===== src/design/ckx_pkg.sv =====
// ----------------------------------------------------------------------------
// ckx_pkg
// Shared types, codes and helpers for the CIGAR-guided k-mer extractor.
// ----------------------------------------------------------------------------
package ckx_pkg;

  localparam int unsigned OpcodeW = 2;
  localparam int unsigned PosW    = 31;
  localparam int unsigned CopW    = 4;
  localparam int unsigned LenW    = 28;
  localparam int unsigned CharW   = 8;
  localparam int unsigned HashW   = 30;
  localparam int unsigned KW      = 4;

  localparam logic [KW-1:0] KmerLengthReset = 4'd15;
  localparam logic [KW-1:0] RunCountMax     = 4'd15;

  // Item opcodes
  localparam logic [OpcodeW-1:0] OPC_START = 2'd0;
  localparam logic [OpcodeW-1:0] OPC_CIGAR = 2'd1;
  localparam logic [OpcodeW-1:0] OPC_BASE  = 2'd2;

  // BAM CIGAR op codes
  localparam logic [CopW-1:0] CIG_MATCH     = 4'd0;
  localparam logic [CopW-1:0] CIG_INS       = 4'd1;
  localparam logic [CopW-1:0] CIG_DEL       = 4'd2;
  localparam logic [CopW-1:0] CIG_REF_SKIP  = 4'd3;
  localparam logic [CopW-1:0] CIG_SOFT_CLIP = 4'd4;
  localparam logic [CopW-1:0] CIG_HARD_CLIP = 4'd5;
  localparam logic [CopW-1:0] CIG_EQUAL     = 4'd7;
  localparam logic [CopW-1:0] CIG_DIFF      = 4'd8;

  // Result status codes
  localparam logic STATUS_KMER  = 1'b0;
  localparam logic STATUS_ERROR = 1'b1;

  // ASCII bases
  localparam logic [CharW-1:0] CHAR_A = 8'h41;
  localparam logic [CharW-1:0] CHAR_C = 8'h43;
  localparam logic [CharW-1:0] CHAR_G = 8'h47;
  localparam logic [CharW-1:0] CHAR_T = 8'h54;

  typedef struct packed {
    logic [OpcodeW-1:0] opcode;
    logic [PosW-1:0]    start_pos;
    logic [CopW-1:0]    cigar_op;
    logic [LenW-1:0]    cigar_len;
    logic [CharW-1:0]   base_char;
  } item_t;

  typedef struct packed {
    logic             status;
    logic [HashW-1:0] kmer_hash;
    logic [PosW-1:0]  kmer_end_pos;
  } result_t;

  // Low 2k bits set, clipped to the hash width
  function automatic logic [HashW-1:0] kmer_mask(input logic [KW-1:0] k);
    logic [HashW-1:0] m;
    logic [KW:0]      k2;
    k2 = {k, 1'b0};
    for (int i = 0; i < HashW; i++) begin
      m[i] = ((KW+1)'(i) < k2);
    end
    return m;
  endfunction

  function automatic logic is_acgt(input logic [CharW-1:0] ch);
    return (ch == CHAR_A) || (ch == CHAR_C) || (ch == CHAR_G) || (ch == CHAR_T);
  endfunction

  // A=0 C=1 G=2 T=3; don't care for other characters
  function automatic logic [1:0] base_code(input logic [CharW-1:0] ch);
    logic [1:0] c;
    c = 2'd0;
    if (ch == CHAR_C) c = 2'd1;
    if (ch == CHAR_G) c = 2'd2;
    if (ch == CHAR_T) c = 2'd3;
    return c;
  endfunction

endpackage


===== src/design/ckx_core.sv =====
// ----------------------------------------------------------------------------
// ckx_core
// Alignment state registers and the combinational update applied per accepted item.
// ----------------------------------------------------------------------------
module ckx_core
  import ckx_pkg::*;
(
  input  logic          clk,
  input  logic          rst,
  input  logic          cfg_we,
  input  logic [KW-1:0] cfg_wdata,
  input  logic          fire,
  input  item_t         item,
  output logic          res_valid,
  output result_t       res
);

  logic [KW-1:0]    kmer_length;
  logic [HashW-1:0] rolling_hash, rolling_hash_next;
  logic [KW-1:0]    run_count, run_count_next;
  logic [PosW-1:0]  ref_position, ref_position_next;
  logic [CopW-1:0]  current_op, current_op_next;
  logic [LenW-1:0]  remaining_len, remaining_len_next;

  logic advances, consumes;

  assign advances = (current_op == CIG_MATCH) || (current_op == CIG_EQUAL) ||
                    (current_op == CIG_DIFF);
  assign consumes = advances || (current_op == CIG_INS);

  always_comb begin
    rolling_hash_next  = rolling_hash;
    run_count_next     = run_count;
    ref_position_next  = ref_position;
    current_op_next    = current_op;
    remaining_len_next = remaining_len;
    res_valid          = 1'b0;
    res                = '0;
    unique case (item.opcode)
      OPC_START: begin
        ref_position_next  = item.start_pos;
        rolling_hash_next  = '0;
        run_count_next     = '0;
        current_op_next    = '0;
        remaining_len_next = '0;
      end
      OPC_CIGAR: begin
        if (remaining_len != '0) begin
          // entry arrived before the previous one was used up
          res_valid  = 1'b1;
          res.status = STATUS_ERROR;
        end else if (item.cigar_op == CIG_DEL || item.cigar_op == CIG_REF_SKIP) begin
          ref_position_next = ref_position + PosW'(item.cigar_len);
        end else if (item.cigar_op == CIG_SOFT_CLIP) begin
          run_count_next = '0;
        end else if (item.cigar_len == '0 || item.cigar_op == CIG_HARD_CLIP) begin
          // nothing to do
        end else begin
          current_op_next    = item.cigar_op;
          remaining_len_next = item.cigar_len;
        end
      end
      OPC_BASE: begin
        if (remaining_len == '0 || !consumes) begin
          res_valid  = 1'b1;
          res.status = STATUS_ERROR;
        end else begin
          if (is_acgt(item.base_char)) begin
            rolling_hash_next = {rolling_hash[HashW-3:0], base_code(item.base_char)}
                                & kmer_mask(kmer_length);
          end
          if (run_count < RunCountMax) begin
            run_count_next = run_count + KW'(1);
          end
          if (run_count_next >= kmer_length) begin
            res_valid        = 1'b1;
            res.status       = STATUS_KMER;
            res.kmer_hash    = rolling_hash_next;
            res.kmer_end_pos = ref_position + PosW'(1);
          end
          remaining_len_next = remaining_len - LenW'(1);
          if (advances) begin
            ref_position_next = ref_position + PosW'(1);
          end
        end
      end
      default: begin
        // unused opcode: ignored
      end
    endcase
    if (!fire) begin
      res_valid = 1'b0;
    end
  end

  always_ff @(posedge clk) begin
    if (rst) begin
      kmer_length   <= KmerLengthReset;
      rolling_hash  <= '0;
      run_count     <= '0;
      ref_position  <= '0;
      current_op    <= '0;
      remaining_len <= '0;
    end else begin
      if (cfg_we) begin
        kmer_length <= cfg_wdata;
      end
      if (fire) begin
        rolling_hash  <= rolling_hash_next;
        run_count     <= run_count_next;
        ref_position  <= ref_position_next;
        current_op    <= current_op_next;
        remaining_len <= remaining_len_next;
      end
    end
  end

endmodule


===== config.mk =====
export PLATFORM = sky130hd
export DESIGN_NAME = ckx_core
export DESIGN_NICKNAME = d
export VERILOG_FILES = /design/src/design/ckx_pkg.sv /design/src/design/ckx_core.sv
export SDC_FILE = /design/constraint.sdc
export NUM_CORES = 1
export LEC_CHECK = 0
export BUFFER_PORTS_ARGS = -buffer_cell sky130_fd_sc_hd__buf_4
export CAP_MARGIN = 25
export CORE_MARGIN = 8
export CORE_UTILIZATION = 55
export CTS_BUF_LIST = sky130_fd_sc_hd__clkbuf_16
export CTS_CLUSTER_SIZE = 8
export DETAILED_ROUTE_END_ITERATION = 10
export PLACE_DENSITY = 0.78
export SLEW_MARGIN = 5
export SYNTH_ARGS = -nofsm -noshare
export SYNTH_HDL_FRONTEND = slang
export SYNTH_SLANG_ARGS = --single-unit

===== constraint.sdc =====
create_clock -name clk -period 3.5 [get_ports clk]
set_clock_uncertainty 0.1 [all_clocks]
set_input_delay 0.175 -clock clk [delete_from_list [all_inputs] [get_ports clk]]
set_output_delay 0.175 -clock clk [all_outputs]
set_load 0.005 [all_outputs]

# ---- Word level (Yosys, flattened, before mapping)
# Cells that the tools add are included.
dict set report word_totals {
  elab_cells 130
  output_inout_bits 63
  input_bits 81
  ff_bits 101
}
dict set report op_classes {
  muxes 43
  add_sub_neg 4
  n_bitwise 1
  order_cmp 32
  n_reduce_logical 23
  n_eq_ne 21
}
# operator count
set op_table {}
lappend op_table {{$mux 61} 3}
lappend op_table {{$mux 28} 5}
lappend op_table {{$mux 31} 4}
lappend op_table {{$pmux 31 s3} 1}
lappend op_table {{$pmux 28 s3} 1}
lappend op_table {{$lt 5x5->1 const A} 14}
lappend op_table {{$mux 30} 2}
lappend op_table {{$pmux 30 s2} 1}
lappend op_table {{$logic_not 28->1} 2}
lappend op_table {{$mux 4} 11}
lappend op_table {{$lt 4x5->1 const A} 8}
lappend op_table {{$eq 8x7->1 const B} 4}
lappend op_table {{$add 31x1->31 const B} 1}
lappend op_table {{$add 31x28->31} 1}
lappend op_table {{$and 30x30->30} 1}
lappend op_table {{$reduce_bool 28->1} 1}
lappend op_table {{$sub 28x1->28 const B} 1}
lappend op_table {{$lt 3x5->1 const A} 4}
lappend op_table {{$reduce_and 6->1} 3}
lappend op_table {{$ne 2x2->1 const B} 8}
lappend op_table {{$eq 4x3->1 const B} 3}
lappend op_table {{$pmux 4 s3} 1}
lappend op_table {{$lt 1x5->1 const A} 2}
lappend op_table {{$lt 2x5->1 const A} 2}
lappend op_table {{20 further kinds} 40}

# ---- Depth between registers and ports, before layout
# Gate-level depths: netlist of the first run.
dict set report logic_depth {
  ltp_word 13
  ltp_mapped 14
  ltp_nobuf 12
}

# ---- Least setup slack after synthesis of the first run
# No wires, ideal clock.
dict set report synth_timing {
  kind {register to output}
  startpoint {register run_count[0]}
  endpoint {output res[51] (netlist bit)}
  slack_ns 0.516
  stages_incl_launch_ff 14
  t_arrival_ns 2.709
  t_required_ns 3.225
  path_cell_list {dfxtp_1 ha_1 nand3_1 mux2_2 ha_1 a21o_1 a21o_1 a21oi_1 or3_1 clkbuf_1 inv_1 nand2_1 clkbuf_1 nor2_1}
}
# element line
set synth_lines {}
lappend synth_lines {{start: declaration} ckx_core.sv:20} ;# logic [KW-1:0] run_count, run_count_next;
lappend synth_lines {{start signal: assignment} ckx_core.sv:110} ;# run_count <= run_count_next;
lappend synth_lines {{end: declaration} ckx_core.sv:15} ;# output result_t res

==> metrics.md, run 1 <==
| Metric | Value |
|---|---|
| Outcome | complete, no violations |
| Static leakage power | 0.00419 uW |
| Syn_nets | between 1000 and 1500 |
| Register area share after synthesis | 0.238 |
| GRT Total Usage | 0.298 |
| Commonest cells in the netlist | nor2_1, nand2_1, a21oi_1 |
| Synth Area in XOR/XNOR | 0.0638 |
| Number of library cell types mapped by synthesis | 76 |
| Gpl congestion | 0.964 |
| Total grt overflow | 0 |
| Vias in the first global route | 9001 |
| Mux contribution to synthesized area | 0.0156 |
| Metal2 WL | 13300 um |
| # rows | 45 |
| Share of flip-flops with an asynchronous set or reset | 0 |
| Yosys reg bits | roughly 100 |
| Core area | 15100 sq um |
| Switching Share | 0.367 |
| DR vias/cell | between 6 and 7 |
| Worst IR Drop VDD | 0.000272 V |
| Latest clock arrival within the worst-skew pair | 0.36 ns |
| Worst Hold End | kmer_length[2] |
| Met3 WL post-DR | 3060 um |
| Critical path class | flip-flop to output port |
| Top Ports | between 100 and 150 |
| Post-synthesis compound-gate area fraction | 0.267 |
| Final period utilization | 0.967 |
| Worst setup SP type | flip-flop |
| Final hold violations | 0 |
| NetSw | 1220 uW |
| Worst Tran Pin Value | 0.955 ns |
| Clk sink count | 101 |
| Largest cells by area after synthesis | dfxtp_1, nor2_1, nand2_1 |
| Largest net degree at the start of global routing | 64 |
| Drt pass-1 iters | 6 |
| Mapped Avg Cell Area | about 6.9 sq um |
| Area after DPL | 9790 sq um |
| Placed Instances | 1519 |
| Worst Hold Class | primary input to flip-flop |
| Worst r2r src | ref_position[0] |
| DP HPWL | 22000 um |
| Initial antenna violation count | 0 |
| Top FF cell, synth | dfxtp_1 |
| Logic pwr share | 0.336 |
| Synth Area in Adders | 0.0597 |
| Post-Layout Cell Count | 1548 |
| Crit path DAT | between 3 and 4 ns |
| Count leader, synth | nor2_1 |
| CTS tree | yes |
| Critical Path End Type | output port |
| Final TNS setup | 0 ns |
| P per Cell Area | 325 nW/um^2 |
| Port buffer count | 143 |
| YS warnings | 0 |
| Antenna viol nets, final | 0 |
| Die height | 140 um |
| Clock network fraction of design power | 0.285 |
| CP max FO | 9 |
| Max Fclk | 295 MHz |
| Total CTS buffers | 9 |
| Min cycle time layout | 3.39 ns |
| First-pass GRT wire length | 47900 um |
| Met1 WL | 13500 um |
| Maximum buffer depth of the clock tree | 2 |
| Internal | 2110 uW |
| Clk slew on worst S/H paths | 0.07 ns |
| Cell area after layout | between 10000 and 15000 sq um |
| Initial drt markers | 949 |
| R2R setup slack | between 0.2 and 0.3 ns |
| Starting density of the core | 0.562 |
| Residual DRC | 0 |
| Cell Area, Synth | 8510 sq um |
| Largest family of logic cells by synthesized area | simple AND/OR/NAND/NOR gates |
| Fin nets | 1477 |
| Die width | 140 um |
| Flop pwr share | 0.379 |
| Critical Path RT | 3.22 ns |
| Max Transition Viols Final | 0 |
| Reg2reg path depth | 10 |
| Worst r2r dst | ref_position[22] |
| EDFF count, synth | 0 |
| Post-Route WL | between 30000 and 40000 um |
| Hold_sp | cfg_we |
| Synth Instances | 1238 |
| Hold Path Depth | 2 |
| Post-synth top area cell | dfxtp_1 |
| Highest Signal Layer | met4 |
| CTS Root Cell | clkbuf_16 |
| Worst slew margin | 0.363 |
| Number of antenna diodes | 0 |
| Post-Synth Simple-Gate Area | 0.308 |
| Max_cap viols | 0 |
| Area fraction of the dominant cell type after synthesis | 0.238 |
| Setup violators final | 0 |
| Synth-to-Final Area Change | 20.3% |
| Layout cells sized above 1 | 0.157 |
| DR WL/cell | roughly 20 um |
| H-tree levels | 3 |
| Via count | 9876 |
| Die ar. | 19700 sq um |
## timing repair
| item | 4_1_cts | 5_1_grt |
|---|---|---|
| endpoints found under the setup margin | 34 | 40 |
| setup buffers | 0 | 0 |
| gates cloned | 0 | 2 |
| resized for setup | 2 | 6 |
| endpoints found under the hold margin | 8 | 0 |
| hold buffers | 12 | 0 |
## layout by cell type, fill, tap and decap left out, types with 5 or more instances in the layout
| cell | netlist | layout |
|---|---|---|
| a21o_1 | 20 | 20 |
| and4_1 | 7 | 7 |
| o21a_1 | 7 | 7 |
| o21ai_0 | 74 | 74 |
| clkbuf_16 | 0 | 11 |
| or2_2 | 5 | 5 |
| xor2_1 | 33 | 33 |
| nor2_1 | 171 | 171 |
| a211oi_1 | 11 | 11 |
| a32oi_1 | 14 | 14 |
| a31oi_1 | 9 | 9 |
| a22oi_1 | 23 | 23 |
| o211ai_1 | 19 | 19 |
| xnor2_1 | 29 | 29 |
| nor3_1 | 31 | 31 |
| buf_4 | 0 | 170 |
| ha_1 | 39 | 35 |
| dlygate4sd3_1 | 0 | 12 |
| a311oi_1 | 5 | 5 |
| dfxtp_1 | 101 | 99 |
| inv_1 | 27 | 28 |
| nand3_1 | 56 | 55 |
| or3_1 | 22 | 22 |
| and2_1 | 8 | 8 |
| and3_1 | 16 | 16 |
| nor4_1 | 25 | 25 |
| nor3b_1 | 5 | 5 |
| nor2b_1 | 6 | 6 |
| nand2b_1 | 8 | 8 |
| mux2i_1 | 11 | 11 |
| nand2_1 | 162 | 161 |
| nand4_1 | 23 | 23 |
| a21oi_1 | 118 | 118 |
## worst max-delay path by stage
stage | startpoint | endpoint | depth (start not counted)
after floorplan | run_count[0] | res[51] | 13
after global placement | item[8] | ref_position[22] | 11
after detailed placement | run_count[0] | res[60] | 13
after CTS | run_count[0] | res[60] | 13
after global routing | run_count[0] | res[49] | 13
final | run_count[0] | res[49] | 13
## stage by stage
| step | power, uW | hold WS [ns] | setup slack, ns | util |
|---|---|---|---|---|
| 2_1_floorplan | 2000 | 0.204 | 0.516 | - |
| 3_3_place_gp | 2350 | 0.297 | 0.277 | 0.646 |
| 3_5_place_dp | 2360 | 0.305 | 0.243 | 0.646 |
| 4_1_cts | 3310 | 0.000875 | 0.0133 | 0.672 |
| 5_1_grt | 3490 | 0.00889 | -0.000807 | 0.676 |
| 6_report | 3330 | 0.0123 | 0.115 | 0.676 |
## power groups by stage
stage	Sequential (uW)	Combinational, uW	Clock [uW]
finish	1260	1120	949
global route	1270	1220	1000
CTS	1260	1090	957
detailed placement	1290	1070	0
global placement	1280	1070	0
floorplan	1260	741	0
## area by class of cell
type                       instances  area, sq um
clock buffer                       9          225
timing repair buffer             187         1510
sequential                       101         2020
multi-input combinational       1029         6110
fill                            1371         4900
inverter                          28          105
clock inverter                     6         33.8
tap                              188          235
## sequential cells by signal, indices dropped and copies added, names as in the netlist
register       flops
ref_position      31
rolling_hash      30
remaining_len     28
current_op         4
kmer_length        4
run_count          4
## logic make-up (layout without fill, tap and decap cells)
group,Yosys count,after routing
simple gates,559,559
compound gates,355,355
buf+inv,108,230
flops,101,101
xor+xnor,62,62
fa+ha+maj,40,40
mux,13,13
## routing by layer
metal / track usage / up-vias
met3: 0.0578 / 44
met2: 0.450 / 512
li1: - / 4744
met4: 0.101 / 0
met1: 0.414 / 4576
met5: 0 / -
## critical path, stage by stage, from the launching register on
cell     delay, ns
dfxtp_2       0.38
ha_2          0.23
nand3_2       0.12
mux2_2        0.31
ha_1          0.27
a21o_1        0.10
a21o_1        0.11
a21oi_1       0.07
or3_1         0.41
inv_2         0.14
nand2_8       0.12
buf_12        0.19
nor2_1        0.15
buf_4         0.15
Power figures use the tool's default switching activity.
==> run 2, diff against run 1 <==
--- a/config.mk
+++ b/config.mk
@@ -10,9 +10,9 @@
 export CORE_MARGIN = 8
 export CORE_UTILIZATION = 55
 export CTS_BUF_LIST = sky130_fd_sc_hd__clkbuf_16
-export CTS_CLUSTER_SIZE = 8
 export DETAILED_ROUTE_END_ITERATION = 10
 export PLACE_DENSITY = 0.78
+export RECOVER_POWER = 100
 export SLEW_MARGIN = 5
 export SYNTH_ARGS = -nofsm -noshare
 export SYNTH_HDL_FRONTEND = slang
==> run 2 against run 1 <==
Compared with the run above: register-to-register slack lost 0.09 ns; global-route usage is the same; total power shrank 0.60%; via count grew 0.88%; non-clock buffer count is the same; worst hold slack is essentially flat; final area shrank 0.38%; maximum frequency is essentially flat; setup slack is essentially flat.
==> metrics.md, run 2 (synthesis results as in run 1) <==
| Metric | Value |
|---|---|
| Die width | 140 um |
| Hold_sp | cfg_we |
| P per Cell Area | 324 nW/um^2 |
| Max reg flops | 31 |
| H-tree levels | 3 |
| Post-Route WL | between 30000 and 40000 um |
| Top Ports | 144 |
| Critical path class | flip-flop to output port |
| Worst IR Drop VDD | ~0.00027 V |
| First-pass GRT wire length | 47900 um |
| Total Power | 3310 uW |
| Most frequent cells in the layout | nor2_1, buf_4, nand2_1 |
| Critical Path RT | 3.22 ns |
| Largest net degree at the start of global routing | 64 |
| Final period utilization | 0.967 |
| Total CTS buffers | 9 |
| DR vias/cell | 6.44 |
| Hold Path Depth | 2 |
| Max Transition Viols Final | 0 |
| Synth-to-Final Area Change | 19.9% |
| Initial antenna violation count | 0 |
| R2R setup slack | between 0.15 and 0.2 ns |
| Vias in the first global route | 9001 |
| Worst r2r dst | ref_position[29] |
| Residual DRC | 0 |
| Placed Instances | about 1500 |
| GRT Total Usage | 0.298 |
| Post-Layout Cell Count | approximately 1500 |
| Setup violators final | 0 |
| Antenna viol nets, final | 0 |
| Commonest non-fill, non-tap cell in the layout | nor2_1 |
| DP HPWL | between 20000 and 25000 um |
| Biggest regs | ref_position x31, rolling_hash x30, remaining_len x28 |
| Clk sink count | 101 |
| CTS tree | yes |
| DR WL/cell | around 20 um |
| CP max FO | 9 |
| Total grt overflow | 0 |
| Outcome | complete, no violations |
| Port buffer count | 143 |
| Via count | 9963 |
| Gpl congestion | 0.964 |
| Worst Tran Pin Value | between 0.9 and 1 ns |
| # rows | 45 |
| Worst Hold Class | primary input to flip-flop |
| Max Fclk | 295 MHz |
| Largest reg by FF count | ref_position |
| Worst setup SP type | flip-flop |
| Min cycle time layout | about 3.4 ns |
| Layout cells sized above 1 | 0.153 |
| Drt pass-1 iters | 5 |
| Cell area after layout | 10200 sq um |
| Reg2reg path depth | 8 |
| Core area | 15100 sq um |
| Maximum buffer depth of the clock tree | 2 |
| Die height | 140 um |
| Worst slew margin | 0.355 |
| Post-CTS Setup Bufs | 0 |
| Fill cells | around 1400 |
| Latest clock arrival within the worst-skew pair | 0.36 ns |
| CTS Root Cell | clkbuf_16 |
| Starting density of the core | 0.562 |
| Initial drt markers | roughly 1000 |
| Critical Path End Type | output port |
| Number of antenna diodes | 0 |
| Crit path DAT | a little over 3 ns |
| Final hold violations | 0 |
| Worst r2r src | remaining_len[6] |
| Worst Hold End | kmer_length[2] |
| Die ar. | 19700 sq um |
| Static leakage power | 0.00418 uW |
| Max_cap viols | 0 |
| Clk slew on worst S/H paths | 0.07 ns |
| Area after DPL | about 10000 sq um |
| Fin nets | 1477 |
-- run 2: cell count changes in the layout (fill, tap and decap cells not counted), sizes merged --
cell,previous run,this run
buf,173,166
clkbuf,11,18
-- run 2: worst max path at each step --
stage	from	to	slack (ns)
after global placement	item[8]	ref_position[22]	0.28
after global routing	run_count[0]	res[49]	-0.0008
after floorplan	run_count[0]	res[51]	0.52
final	run_count[0]	res[49]	0.11
after CTS	run_count[0]	res[60]	0.01
after detailed placement	run_count[0]	res[60]	0.24
-- run 2: report_power, final --
group,switching [uW],internal [uW]
combinational,666,433
sequential,70.6,1190
clock,476,472
total,1210,2100
-- run 2: stage by stage --
stage,setup TNS [ns],hold slack [ns],worst slack (ns),utilization
2_1_floorplan,0,0.204,0.516,-
4_1_cts,0,0.000875,0.0133,0.672
3_3_place_gp,0,0.297,0.277,0.646
6_report,0,0.0125,0.115,0.674
5_1_grt,-0.000767,0.00889,-0.000767,0.674
3_5_place_dp,0,0.305,0.243,0.646
-- run 2: area by class of cell --
class	instances	area (sq um)	share of cell area
Tap cell	188	235	0.0231
Multi-Input combinational cell	1029	6090	0.597
Inverter	28	105	0.0103
Sequential cell	101	2020	0.198
Clock inverter	6	33.8	0.00331
Timing Repair Buffer	187	1490	0.146
Clock buffer	9	225	0.0221
-- run 2: per-layer routing --
metal  vias to the layer above  track usage  part of all wire
met2                       552        0.450              0.43
met4                         0        0.101             0.023
met5                         -            0                 0
met3                        54       0.0578              0.10
li1                       4733            -                 -
met1                      4624        0.414              0.44
-- run 2: what timing repair did --
item / 4_1_cts / 5_1_grt
gates resized for setup: 2 / 6
hold endpoints to repair: 8 / 0
cloned: 0 / 2
setup endpoints to repair: 34 / 40
hold buffers: 12 / 0
-- run 2: worst max-delay path, stage by stage, from the launching register on --
cell	delay (ns)
dfxtp_2	0.38
ha_2	0.23
nand3_2	0.12
mux2_2	0.31
ha_1	0.27
a21o_1	0.10
a21o_1	0.11
a21oi_1	0.07
or3_1	0.41
inv_2	0.14
nand2_8	0.12
buf_12	0.19
nor2_1	0.15
buf_4	0.15
